[src/sv/psg_pkg.sv]
// Shared types, register codes and tables of the three-channel sound generator.
`default_nettype none
package psg_pkg;

	typedef enum logic [1:0] {
		FUNC_TICK  = 2'd0,
		FUNC_SEL   = 2'd1,
		FUNC_WRITE = 2'd2,
		FUNC_NONE  = 2'd3
	} func_t;

	// data register numbers
	localparam logic [3:0] REG_A_FINE   = 4'd0;
	localparam logic [3:0] REG_A_COARSE = 4'd1;
	localparam logic [3:0] REG_B_FINE   = 4'd2;
	localparam logic [3:0] REG_B_COARSE = 4'd3;
	localparam logic [3:0] REG_C_FINE   = 4'd4;
	localparam logic [3:0] REG_C_COARSE = 4'd5;
	localparam logic [3:0] REG_NOISE    = 4'd6;
	localparam logic [3:0] REG_MIXER    = 4'd7;
	localparam logic [3:0] REG_A_LEVEL  = 4'd8;
	localparam logic [3:0] REG_B_LEVEL  = 4'd9;
	localparam logic [3:0] REG_C_LEVEL  = 4'd10;
	localparam logic [3:0] REG_ENV_FINE = 4'd11;
	localparam logic [3:0] REG_ENV_COARSE = 4'd12;
	localparam logic [3:0] REG_ENV_SHAPE  = 4'd13;

	// configuration register indexes (byte address / 4)
	localparam logic [1:0] CFG_DIVIDER = 2'd0;
	localparam logic [1:0] CFG_VOL0    = 2'd1;
	localparam logic [1:0] CFG_VOL1    = 2'd2;
	localparam logic [1:0] CFG_VOL2    = 2'd3;

	localparam int NUM_CH = 3;
	localparam logic [4:0] DIV_MAX = 5'd16;
	localparam logic [6:0] VOL_MAX = 7'd100;
	localparam logic [16:0] LFSR_RESET = 17'h0ffff;
	localparam logic [17:0] LFSR_TAPS  = 18'h24000;

	// floor(p * 8192 / 10000) == (p * RECIP) >> RECIP_SHIFT, exact for p < 2^15
	localparam logic [24:0] RECIP = 25'd27487791;
	localparam int RECIP_SHIFT = 25;

	typedef logic [NUM_CH-1:0][6:0] vol_vec_t;

	typedef struct packed {
		logic                    refresh;
		logic [NUM_CH-1:0]       en;
		logic [NUM_CH-1:0][4:0]  idx;
	} mix_req_t;

	function automatic logic [7:0] log_level(input logic [4:0] idx);
		logic [7:0] v;
		begin
			case (idx)
				5'd0:  v = 8'h00;
				5'd1:  v = 8'h01;
				5'd2:  v = 8'h01;
				5'd3:  v = 8'h02;
				5'd4:  v = 8'h02;
				5'd5:  v = 8'h03;
				5'd6:  v = 8'h03;
				5'd7:  v = 8'h04;
				5'd8:  v = 8'h05;
				5'd9:  v = 8'h06;
				5'd10: v = 8'h07;
				5'd11: v = 8'h09;
				5'd12: v = 8'h0b;
				5'd13: v = 8'h0d;
				5'd14: v = 8'h0f;
				5'd15: v = 8'h12;
				5'd16: v = 8'h16;
				5'd17: v = 8'h1a;
				5'd18: v = 8'h1f;
				5'd19: v = 8'h25;
				5'd20: v = 8'h2d;
				5'd21: v = 8'h35;
				5'd22: v = 8'h3f;
				5'd23: v = 8'h4c;
				5'd24: v = 8'h5a;
				5'd25: v = 8'h6a;
				5'd26: v = 8'h7f;
				5'd27: v = 8'h97;
				5'd28: v = 8'hb4;
				5'd29: v = 8'hd6;
				5'd30: v = 8'heb;
				5'd31: v = 8'hff;
				default: v = 8'h00;
			endcase
			return v;
		end
	endfunction

	// (period + 1) * 16 * div - 1
	function automatic logic [23:0] span_m1(input logic [15:0] period, input logic [4:0] div);
		logic [16:0] p1;
		logic [21:0] prod;
		logic [25:0] full;
		begin
			p1 = {1'b0, period} + 17'd1;
			prod = 22'(p1) * 22'(div);
			full = {prod, 4'b0000};
			return 24'(full - 26'd1);
		end
	endfunction

endpackage
`default_nettype wire

[src/sv/psg_mix.sv]
// Mixer pipeline: log table and gain, reciprocal scale, channel sum and result register.
`default_nettype none
module psg_mix (
	input  wire logic              clk,
	input  wire logic              arst_n,
	input  wire psg_pkg::vol_vec_t vol,
	input  wire logic              req_valid,
	input  wire psg_pkg::mix_req_t req,
	output logic                   req_ready,
	output logic                   out_valid,
	input  wire logic              out_stall,
	output logic [15:0]            level,
	output logic                   changed
);

	logic v_s2, v_s3, out_valid_q;
	logic refresh_s2, refresh_s3;
	logic [psg_pkg::NUM_CH-1:0] en_s2;
	logic [psg_pkg::NUM_CH-1:0][14:0] prod_s2;
	logic [psg_pkg::NUM_CH-1:0][14:0] part_s3;
	logic [15:0] level_q;
	logic changed_q;
	logic rdy3, rdy4, load2, load3, load4;
	logic [16:0] sum;
	logic [15:0] next_level;

	assign rdy4 = !out_valid_q || !out_stall;
	assign rdy3 = !v_s3 || rdy4;
	assign req_ready = !v_s2 || rdy3;
	assign load2 = req_valid && req_ready;
	assign load3 = v_s2 && rdy3;
	assign load4 = v_s3 && rdy4;

	always_ff @(posedge clk or negedge arst_n) begin
		if (!arst_n) begin
			v_s2 <= 1'b0;
			v_s3 <= 1'b0;
			out_valid_q <= 1'b0;
			level_q <= 16'd0;
		end else begin
			if (req_ready) v_s2 <= req_valid;
			if (rdy3) v_s3 <= v_s2;
			if (rdy4) out_valid_q <= v_s3;
			if (load4) level_q <= next_level;
		end
	end

	always_ff @(posedge clk) begin
		if (load2) begin
			refresh_s2 <= req.refresh;
			en_s2 <= req.en;
			for (int c = 0; c < psg_pkg::NUM_CH; c++) begin
				prod_s2[c] <= 15'(vol[c]) * 15'(psg_pkg::log_level(req.idx[c]));
			end
		end
		if (load3) begin
			refresh_s3 <= refresh_s2;
			for (int c = 0; c < psg_pkg::NUM_CH; c++) begin
				part_s3[c] <= en_s2[c]
					? 15'((40'(prod_s2[c]) * 40'(psg_pkg::RECIP)) >> psg_pkg::RECIP_SHIFT)
					: 15'd0;
			end
		end
		if (load4) changed_q <= (next_level != level_q);
	end

	assign sum = 17'(part_s3[0]) + 17'(part_s3[1]) + 17'(part_s3[2]);
	assign next_level = refresh_s3 ? sum[15:0] : level_q;

	assign out_valid = out_valid_q;
	assign level = level_q;
	assign changed = changed_q;

	a_changed_flag: assert property (@(posedge clk) disable iff (!arst_n)
		load4 |=> (changed_q == (level_q != $past(level_q))))
		else $error("changed flag disagrees with level history");
	a_level_hold: assert property (@(posedge clk) disable iff (!arst_n)
		!load4 |=> $stable(level_q))
		else $error("level moved without a transaction");
	a_no_refresh: assert property (@(posedge clk) disable iff (!arst_n)
		(load4 && !refresh_s3) |=> !changed_q)
		else $error("level changed on a transaction without refresh");

endmodule
`default_nettype wire

[src/sv/psg_tone_noise_envelope_mixer.sv]
// Top level of the three-channel sound generator: registers, generators and mixer pipeline.
//
//  channel  | handshake              | payload
//  ---------+------------------------+-------------------------
//  input    | in_valid / in_stall    | func[1:0], data[7:0]
//  output   | out_valid / out_stall  | level[15:0], changed
//  config   | APB psel/penable/...   | paddr[3:0], pwdata[31:0]
//
//  One transaction accepted per clock while in_stall is low. Generator state updates in the
//  accept cycle; log table with gain multiply, reciprocal scale and channel sum with result
//  register form the three-stage mixer pipeline behind it.
//  Reset: all generators fire on the first tick, level starts at 0.
//  An output stall backs up the pipeline; in_stall rises only when all stages are full.
`default_nettype none
module psg_tone_noise_envelope_mixer (
	input  wire logic        clk,
	input  wire logic        arst_n,
	input  wire logic        in_valid,
	output logic             in_stall,
	input  wire logic [1:0]  func,
	input  wire logic [7:0]  data,
	output logic             out_valid,
	input  wire logic        out_stall,
	output logic [15:0]      level,
	output logic             changed,
	input  wire logic        psel,
	input  wire logic        penable,
	input  wire logic        pwrite,
	input  wire logic [3:0]  paddr,
	input  wire logic [31:0] pwdata,
	output logic [31:0]      prdata,
	output logic             pready
);

	localparam int NC = psg_pkg::NUM_CH;

	// configuration
	logic [4:0] clk_div_q;
	logic [NC-1:0][6:0] vol_q;
	psg_pkg::vol_vec_t vol_eff;
	logic [4:0] div_eff;
	logic cfg_wr;

	// generator state
	logic [3:0] reg_sel_q, n_reg_sel;
	logic [11:0] tone_period_q [NC];
	logic [11:0] n_tone_period [NC];
	logic [4:0] tone_lvl_q [NC];
	logic [4:0] n_tone_lvl [NC];
	logic [19:0] tone_cd_q [NC];
	logic [19:0] n_tone_cd [NC];
	logic [NC-1:0] tone_phase_q, n_tone_phase;
	logic [NC-1:0] tone_out_q, n_tone_out;
	logic [NC-1:0] tone_on_q, n_tone_on;
	logic [NC-1:0] noise_on_q, n_noise_on;
	logic [NC-1:0] env_on_q, n_env_on;
	logic [4:0] noise_period_q, n_noise_period;
	logic [16:0] lfsr_q, n_lfsr;
	logic [12:0] noise_cd_q, n_noise_cd;
	logic [15:0] env_period_q, n_env_period;
	logic env_cont_q, env_alt_q, env_hold_q, env_dir_q, env_pause_q;
	logic n_env_cont, n_env_alt, n_env_hold, n_env_dir, n_env_pause;
	logic [4:0] env_step_q, n_env_step;
	logic [23:0] env_cd_q, n_env_cd;

	logic accept, valid_s1, mix_ready;
	psg_pkg::mix_req_t req_s1, n_req;

	assign pready = 1'b1;
	assign cfg_wr = psel && penable && pwrite;

	always_ff @(posedge clk or negedge arst_n) begin
		if (!arst_n) begin
			clk_div_q <= 5'd1;
			vol_q <= {NC{psg_pkg::VOL_MAX}};
		end else if (cfg_wr) begin
			case (paddr[3:2])
				psg_pkg::CFG_DIVIDER: clk_div_q <= pwdata[4:0];
				psg_pkg::CFG_VOL0: vol_q[0] <= pwdata[6:0];
				psg_pkg::CFG_VOL1: vol_q[1] <= pwdata[6:0];
				psg_pkg::CFG_VOL2: vol_q[2] <= pwdata[6:0];
				default: ;
			endcase
		end
	end

	always_comb begin
		case (paddr[3:2])
			psg_pkg::CFG_DIVIDER: prdata = {27'd0, clk_div_q};
			psg_pkg::CFG_VOL0: prdata = {25'd0, vol_q[0]};
			psg_pkg::CFG_VOL1: prdata = {25'd0, vol_q[1]};
			psg_pkg::CFG_VOL2: prdata = {25'd0, vol_q[2]};
			default: prdata = 32'd0;
		endcase
	end

	assign div_eff = (clk_div_q == 5'd0) ? 5'd1
		: (clk_div_q > psg_pkg::DIV_MAX) ? psg_pkg::DIV_MAX : clk_div_q;

	always_comb begin
		for (int c = 0; c < NC; c++) begin
			vol_eff[c] = (vol_q[c] > psg_pkg::VOL_MAX) ? psg_pkg::VOL_MAX : vol_q[c];
		end
	end

	assign in_stall = valid_s1 && !mix_ready;
	assign accept = in_valid && !in_stall;

	// next state for one transaction
	always_comb begin
		logic [5:0] es6;
		logic [17:0] lx;
		logic fired;
		logic [1:0] ch;
		n_reg_sel = reg_sel_q;
		n_tone_period = tone_period_q;
		n_tone_lvl = tone_lvl_q;
		n_tone_cd = tone_cd_q;
		n_tone_phase = tone_phase_q;
		n_tone_out = tone_out_q;
		n_tone_on = tone_on_q;
		n_noise_on = noise_on_q;
		n_env_on = env_on_q;
		n_noise_period = noise_period_q;
		n_lfsr = lfsr_q;
		n_noise_cd = noise_cd_q;
		n_env_period = env_period_q;
		n_env_cont = env_cont_q;
		n_env_alt = env_alt_q;
		n_env_hold = env_hold_q;
		n_env_dir = env_dir_q;
		n_env_pause = env_pause_q;
		n_env_step = env_step_q;
		n_env_cd = env_cd_q;
		n_req.refresh = 1'b0;
		fired = 1'b0;
		es6 = 6'd0;
		lx = 18'd0;
		ch = 2'd0;

		case (psg_pkg::func_t'(func))
			psg_pkg::FUNC_TICK: begin
				if (env_cd_q == 24'd0) begin
					n_env_cd = psg_pkg::span_m1(env_period_q, div_eff);
					fired = 1'b1;
					es6 = {1'b0, env_step_q};
					if (!env_pause_q) es6 = es6 + (env_dir_q ? 6'd1 : 6'd63);
					if (es6[5]) begin
						if (env_cont_q) begin
							if (env_alt_q != env_hold_q) n_env_dir = !env_dir_q;
							if (env_hold_q) n_env_pause = 1'b1;
							es6 = n_env_dir ? 6'd0 : 6'd31;
						end else begin
							n_env_pause = 1'b1;
							es6 = 6'd0;
						end
					end
					n_env_step = es6[4:0];
				end else begin
					n_env_cd = env_cd_q - 24'd1;
				end

				if (noise_cd_q == 13'd0) begin
					n_noise_cd = 13'(psg_pkg::span_m1({11'd0, noise_period_q}, div_eff));
					fired = 1'b1;
					lx = {1'b0, lfsr_q} ^ (lfsr_q[0] ? psg_pkg::LFSR_TAPS : 18'd0);
					n_lfsr = lx[17:1];
				end else begin
					n_noise_cd = noise_cd_q - 13'd1;
				end

				for (int c = 0; c < NC; c++) begin
					if (tone_cd_q[c] == 20'd0) begin
						n_tone_cd[c] = 20'(psg_pkg::span_m1({4'd0, tone_period_q[c]}, div_eff));
						fired = 1'b1;
						n_tone_out[c] = tone_on_q[c] && tone_phase_q[c];
						n_tone_phase[c] = !tone_phase_q[c];
					end else begin
						n_tone_cd[c] = tone_cd_q[c] - 20'd1;
					end
				end
				n_req.refresh = fired;
			end
			psg_pkg::FUNC_SEL: n_reg_sel = data[3:0];
			psg_pkg::FUNC_WRITE: begin
				case (reg_sel_q)
					psg_pkg::REG_A_FINE, psg_pkg::REG_B_FINE, psg_pkg::REG_C_FINE: begin
						ch = reg_sel_q[2:1];
						n_tone_period[ch] = {tone_period_q[ch][11:8], data};
					end
					psg_pkg::REG_A_COARSE, psg_pkg::REG_B_COARSE,
					psg_pkg::REG_C_COARSE: begin
						ch = reg_sel_q[2:1];
						n_tone_period[ch] = {data[3:0], tone_period_q[ch][7:0]};
					end
					psg_pkg::REG_NOISE: n_noise_period = data[4:0];
					psg_pkg::REG_MIXER: begin
						n_tone_on = ~data[2:0];
						n_noise_on = ~data[5:3];
						n_req.refresh = 1'b1;
					end
					psg_pkg::REG_A_LEVEL, psg_pkg::REG_B_LEVEL, psg_pkg::REG_C_LEVEL: begin
						ch = reg_sel_q[1:0];
						n_env_on[ch] = data[4];
						n_tone_lvl[ch] = {data[3:0], 1'b0};
						n_req.refresh = 1'b1;
					end
					psg_pkg::REG_ENV_FINE: n_env_period = {env_period_q[15:8], data};
					psg_pkg::REG_ENV_COARSE: n_env_period = {data, env_period_q[7:0]};
					psg_pkg::REG_ENV_SHAPE: begin
						n_env_cont = data[3];
						n_env_alt = data[1];
						n_env_hold = data[0];
						n_env_dir = data[2];
						n_env_pause = 1'b0;
						n_env_step = data[2] ? 5'd0 : 5'd31;
					end
					default: ;
				endcase
			end
			default: ;
		endcase

		for (int c = 0; c < NC; c++) begin
			n_req.en[c] = (!n_noise_on[c] || n_lfsr[0]) && (!n_tone_on[c] || n_tone_out[c]);
			n_req.idx[c] = n_env_on[c] ? n_env_step : n_tone_lvl[c];
		end
	end

	always_ff @(posedge clk or negedge arst_n) begin
		if (!arst_n) begin
			reg_sel_q <= 4'd0;
			for (int c = 0; c < NC; c++) begin
				tone_period_q[c] <= 12'd0;
				tone_lvl_q[c] <= 5'd0;
				tone_cd_q[c] <= 20'd0;
			end
			tone_phase_q <= '0;
			tone_out_q <= '0;
			tone_on_q <= '0;
			noise_on_q <= '0;
			env_on_q <= '0;
			noise_period_q <= 5'd0;
			lfsr_q <= psg_pkg::LFSR_RESET;
			noise_cd_q <= 13'd0;
			env_period_q <= 16'd0;
			env_cont_q <= 1'b0;
			env_alt_q <= 1'b0;
			env_hold_q <= 1'b0;
			env_dir_q <= 1'b0;
			env_pause_q <= 1'b0;
			env_step_q <= 5'd0;
			env_cd_q <= 24'd0;
			valid_s1 <= 1'b0;
		end else begin
			if (accept) begin
				reg_sel_q <= n_reg_sel;
				tone_period_q <= n_tone_period;
				tone_lvl_q <= n_tone_lvl;
				tone_cd_q <= n_tone_cd;
				tone_phase_q <= n_tone_phase;
				tone_out_q <= n_tone_out;
				tone_on_q <= n_tone_on;
				noise_on_q <= n_noise_on;
				env_on_q <= n_env_on;
				noise_period_q <= n_noise_period;
				lfsr_q <= n_lfsr;
				noise_cd_q <= n_noise_cd;
				env_period_q <= n_env_period;
				env_cont_q <= n_env_cont;
				env_alt_q <= n_env_alt;
				env_hold_q <= n_env_hold;
				env_dir_q <= n_env_dir;
				env_pause_q <= n_env_pause;
				env_step_q <= n_env_step;
				env_cd_q <= n_env_cd;
			end
			if (!in_stall) valid_s1 <= in_valid;
		end
	end

	always_ff @(posedge clk) begin
		if (accept) req_s1 <= n_req;
	end

	psg_mix u_mix (
		.clk       (clk),
		.arst_n    (arst_n),
		.vol       (vol_eff),
		.req_valid (valid_s1),
		.req       (req_s1),
		.req_ready (mix_ready),
		.out_valid (out_valid),
		.out_stall (out_stall),
		.level     (level),
		.changed   (changed)
	);

	a_stall_full: assert property (@(posedge clk) disable iff (!arst_n)
		in_stall |-> (valid_s1 && !mix_ready))
		else $error("input stalled with free pipeline slot");
	a_idle_counters: assert property (@(posedge clk) disable iff (!arst_n)
		(accept && func != psg_pkg::FUNC_TICK) |=> ($stable(noise_cd_q) && $stable(env_cd_q)))
		else $error("countdown moved on a non-tick transaction");
	a_select: assert property (@(posedge clk) disable iff (!arst_n)
		(accept && func == psg_pkg::FUNC_SEL) |=> (reg_sel_q == $past(data[3:0])))
		else $error("register select not captured");

endmodule
`default_nettype wire

[config.mk]
export PLATFORM = sky130hd
export DESIGN_NAME = psg_tone_noise_envelope_mixer
export DESIGN_NICKNAME = d
export VERILOG_FILES = /design/src/sv/psg_pkg.sv /design/src/sv/psg_mix.sv /design/src/sv/psg_tone_noise_envelope_mixer.sv
export SDC_FILE = /design/constraint.sdc
export NUM_CORES = 2
export LEC_CHECK = 0
export BUFFER_PORTS_ARGS = -buffer_cell sky130_fd_sc_hd__buf_2
export CAP_MARGIN = 20
export CORE_MARGIN = 10
export CORE_UTILIZATION = 50
export DETAILED_ROUTE_END_ITERATION = 8
export GPL_TIMING_DRIVEN = 0
export PLACE_DENSITY = 0.66
export RECOVER_POWER = 50
export SYNTH_ARGS = -nofsm -noshare
export SYNTH_HDL_FRONTEND = slang
export SYNTH_SLANG_ARGS = --single-unit
[constraint.sdc]
create_clock -name clk -period 19.8 [get_ports clk]
set_input_delay 1.98 -clock clk [delete_from_list [all_inputs] [get_ports clk]]
set_output_delay 1.98 -clock clk [all_outputs]
set_load 0.01 [all_outputs]
==> metrics.md <==
| Metric | Value |
|---|---|
| Outcome | `finished with violations` |
| Failing checks | `max-capacitance violations, max-slew violations` |
| Cell accounting for the most synthesized area | `fa_1` |
| Antenna-violating nets left | `0` |
| Fmax | `between 100 and 150 MHz` |
| CP Capture Type | `asynchronous set/reset pin` |
| Vias per cell | `between 5 and 6` |
| Worst r2r src | `clk_div_q[3]` |
| Area after DPL | `~56,000 sq um` |
| Die Ht | `349 um` |
| # fillers | `a little under 10,000` |
| Layout cells sized above 1 | `under 10%` |
| Slowest Stage Delay on Critical Path | `3.94 ns` |
| Detailed Place HPWL | `113,000 um` |
| Fin. max-slew vios | `334` |
| I/O pin cnt | `105` |
| TritonCTS Sinks | `400` |
| Residual DRC | `0` |
| Reg2Reg Depth | `19` |
| Per-cell routed wire length | `around 19 um` |
| Unique masters post-synth | `93` |
| FP Rows | `120` |
| Startpoint types | `input port` |
| #FFs+latches synth | `400` |
| Synth Flop Type | `dfrtp_1` |
| Hold Crit Class | `register to register` |
| CP Cell Sequence | `clkbuf_1 > clkbuf_1` |
| Worst skew pair latency | `0.64 ns` |
| Post-Route Setup TNS | `0 ns` |
| Area of the die | `122,000 sq um` |
| Yosys warns | `0` |
| Die X | `approximately 350 um` |
| Post-CTS Resized | `0` |
| Final Hold Vio Count | `0` |
| Worst setup path endpoint | `u_mix.level[2]` |
| Max transition margin | `-257%` |
| RR Endpoint | `env_cd_q[23]` |
| Total global routing track utilization | `22.5%` |
| Pre-antenna DRT Iters | `5` |
| WP data arrival | `9.12 ns` |
| Clk_skew | `about 0.056 ns` |
| Post-synth EDFFs | `between 100 and 150` |
| Synthesized instance count | `5,713` |
| Initial Util | `50.4%` |
| Post-Syn Area | `54,100 sq um` |
| Final worst path period share | `between 40% and 50%` |
| Clk root buf | `clkbuf_16` |
| CP Launch Point | `arst_n` |
| GP Congestion | `0.938` |
| CTS tree | `built` |
| Final net count | `7,252` |
| Crit path depth | `2` |
| Crit-path max FO | `94` |
| Worst Max-Slew Pin Slew | `around 5.4 ns` |
| Worst endpoint required time | `19.22 ns` |
| First-pass GRT wire length | `about 220,000 um` |
| CP max-delay cell | `clkbuf_1` |
| Cts hold-fix bufs | `0` |
| Crit path top cell by count | `clkbuf_1` |
| Crit path time final | `slightly below 10 ns` |
| WS Path Type | `input port to asynchronous set/reset pin` |
| H-tree Lvls | `2` |
| Most common cell after layout, fill and taps aside | `inv_1` |
| Max cap viols | `5` |
| Syn Area/Cell | `9.46 sq um` |
| First DRT Iteration DRCs | `2,872` |
| Clock transition at the registers of the reported paths | `0.06 ns` |
| Min Hold Slack | `between 0.4 and 0.5 ns` |
| Post-synthesis sequential area ratio | `19.4%` |
| Final Cell Area | `between 50,000 and 60,000 sq um` |
| Core ar. | `approximately 110,000 sq um` |
| Share of the synthesized area in the top cell type | `about a quarter` |
| ANT cells | `0` |
| Total CTS buffers | `48` |
| Vias in the first global route | `40,400` |
| Clock Path Buffers | `3` |
| Number of setup violations in the final report | `0` |
| Reg2Reg Setup Slack | `12.21 ns` |
| Vias | `between 40,000 and 50,000` |
| Largest net degree at the start of global routing | `95` |
| Crit path buffers/inverters | `2` |
| Area Overhead vs Synth | `6.93%` |
| Crit-path leading delay family | `buffers and inverters` |
| Most frequent cells in the layout | `1,031 x inv_1, 699 x ha_1, 657 x fa_1, 397 x nand2_1, 388 x nor2_1` |
| Grt ovf | `0` |
| RSZ-0062 raised after global routing | `false` |
| Post-CTS setup buffers | `0` |
| Asr flop ratio synth | `65.3%` |
| Largest cells by area after synthesis | `fa_1 24%, ha_1 16%, dfrtp_1 11%` |
| PortBufs | `47` |
| Initial antenna violation count | `6` |
| Total Wirelength | `~140,000 um` |
==> synth_stat cells, types with 115 or more instances <==
cell type  instances
a21oi_1          215
clkbuf_1         117
dfrtp_1          235
edfxtp_1         115
fa_1             657
ha_1             699
inv_1           1031
mux2_2           129
nand2_1          397
nor2_1           388
nor3_1           125
o21ai_0          196
xnor2_1          187
==> worst min path at each step <==
stage                                start                to  slack (ns)  cells after the start
after floorplan                 req_s1[15]    u_mix.en_s2[0]        0.40                      0
after global placement          req_s1[17]    u_mix.en_s2[2]        0.40                      0
after detailed placement  u_mix.refresh_s2  u_mix.refresh_s3        0.41                      0
after CTS                 u_mix.refresh_s2  u_mix.refresh_s3        0.42                      0
after global routing            req_s1[17]    u_mix.en_s2[2]        0.43                      0
final                     u_mix.refresh_s2  u_mix.refresh_s3        0.42                      0
==> metal layers <==
| metal | vias to the layer above | track usage, % | wire, um |
|---|---|---|---|
| met2 | 1172 | 35.3 | 60600 |
| li1 | 19100 | - | - |
| met4 | 2 | 5.99 | 3810 |
| met3 | 181 | 3.42 | 8870 |
| met1 | 19900 | 32.3 | 63000 |
| met5 | - | 0 | 10 |
==> state kept, by name, summed over array words and instances, names as in the netlist, 17 cells and up, named ones only <==
register / cells
env_cd_q: 24
lfsr_q: 17
req_s1: 19
tone_cd_q: 60
tone_period_q: 36
u_mix.part_s3: 45
u_mix.prod_s2: 45
vol_q: 21
==> metrics by stage <==
stage	utilization (%)	cells	setup slack (ns)
final	53.9	7285	10.11
after global routing	53.9	7285	8.46
after CTS	54.0	7283	12.24
after detailed placement	52.5	7194	12.28
after global placement	52.4	7187	11.62
after floorplan	-	5737	13.48
==> area by class of cell <==
type                    instances  area (sq um)  area share [%]
multi-input cells            4142         39100            67.6
flip-flops and latches        400         10500            18.2
inverters                    1034          3880            6.71
well taps                    1403          1760            3.04
clock buffers                  71          1460            2.53
plain buffers                 161           709            1.23
repair buffers                 56           284           0.491
clock inverters                18           151           0.262
==> cells by family (layout without fill, tap and decap cells) <==
family | Yosys count | count (layout) | synth area share (%)
adders and majority gates | 1356 | 1356 | 40.5
and+or+nand+nor | 1452 | 1452 | 12.9
muxes | 195 | 195 | 4.07
buffers and inverters | 1195 | 1340 | 8.49
other | 2 | 26 | 0.0139
xor gates and xnor gates | 300 | 300 | 4.89
DFF | 400 | 400 | 19.4
AOI/OAI and AO/OA | 813 | 813 | 9.69
Power is not shown: default switching activity piles up to over one toggle a cycle in this logic, so the estimate is an artifact.
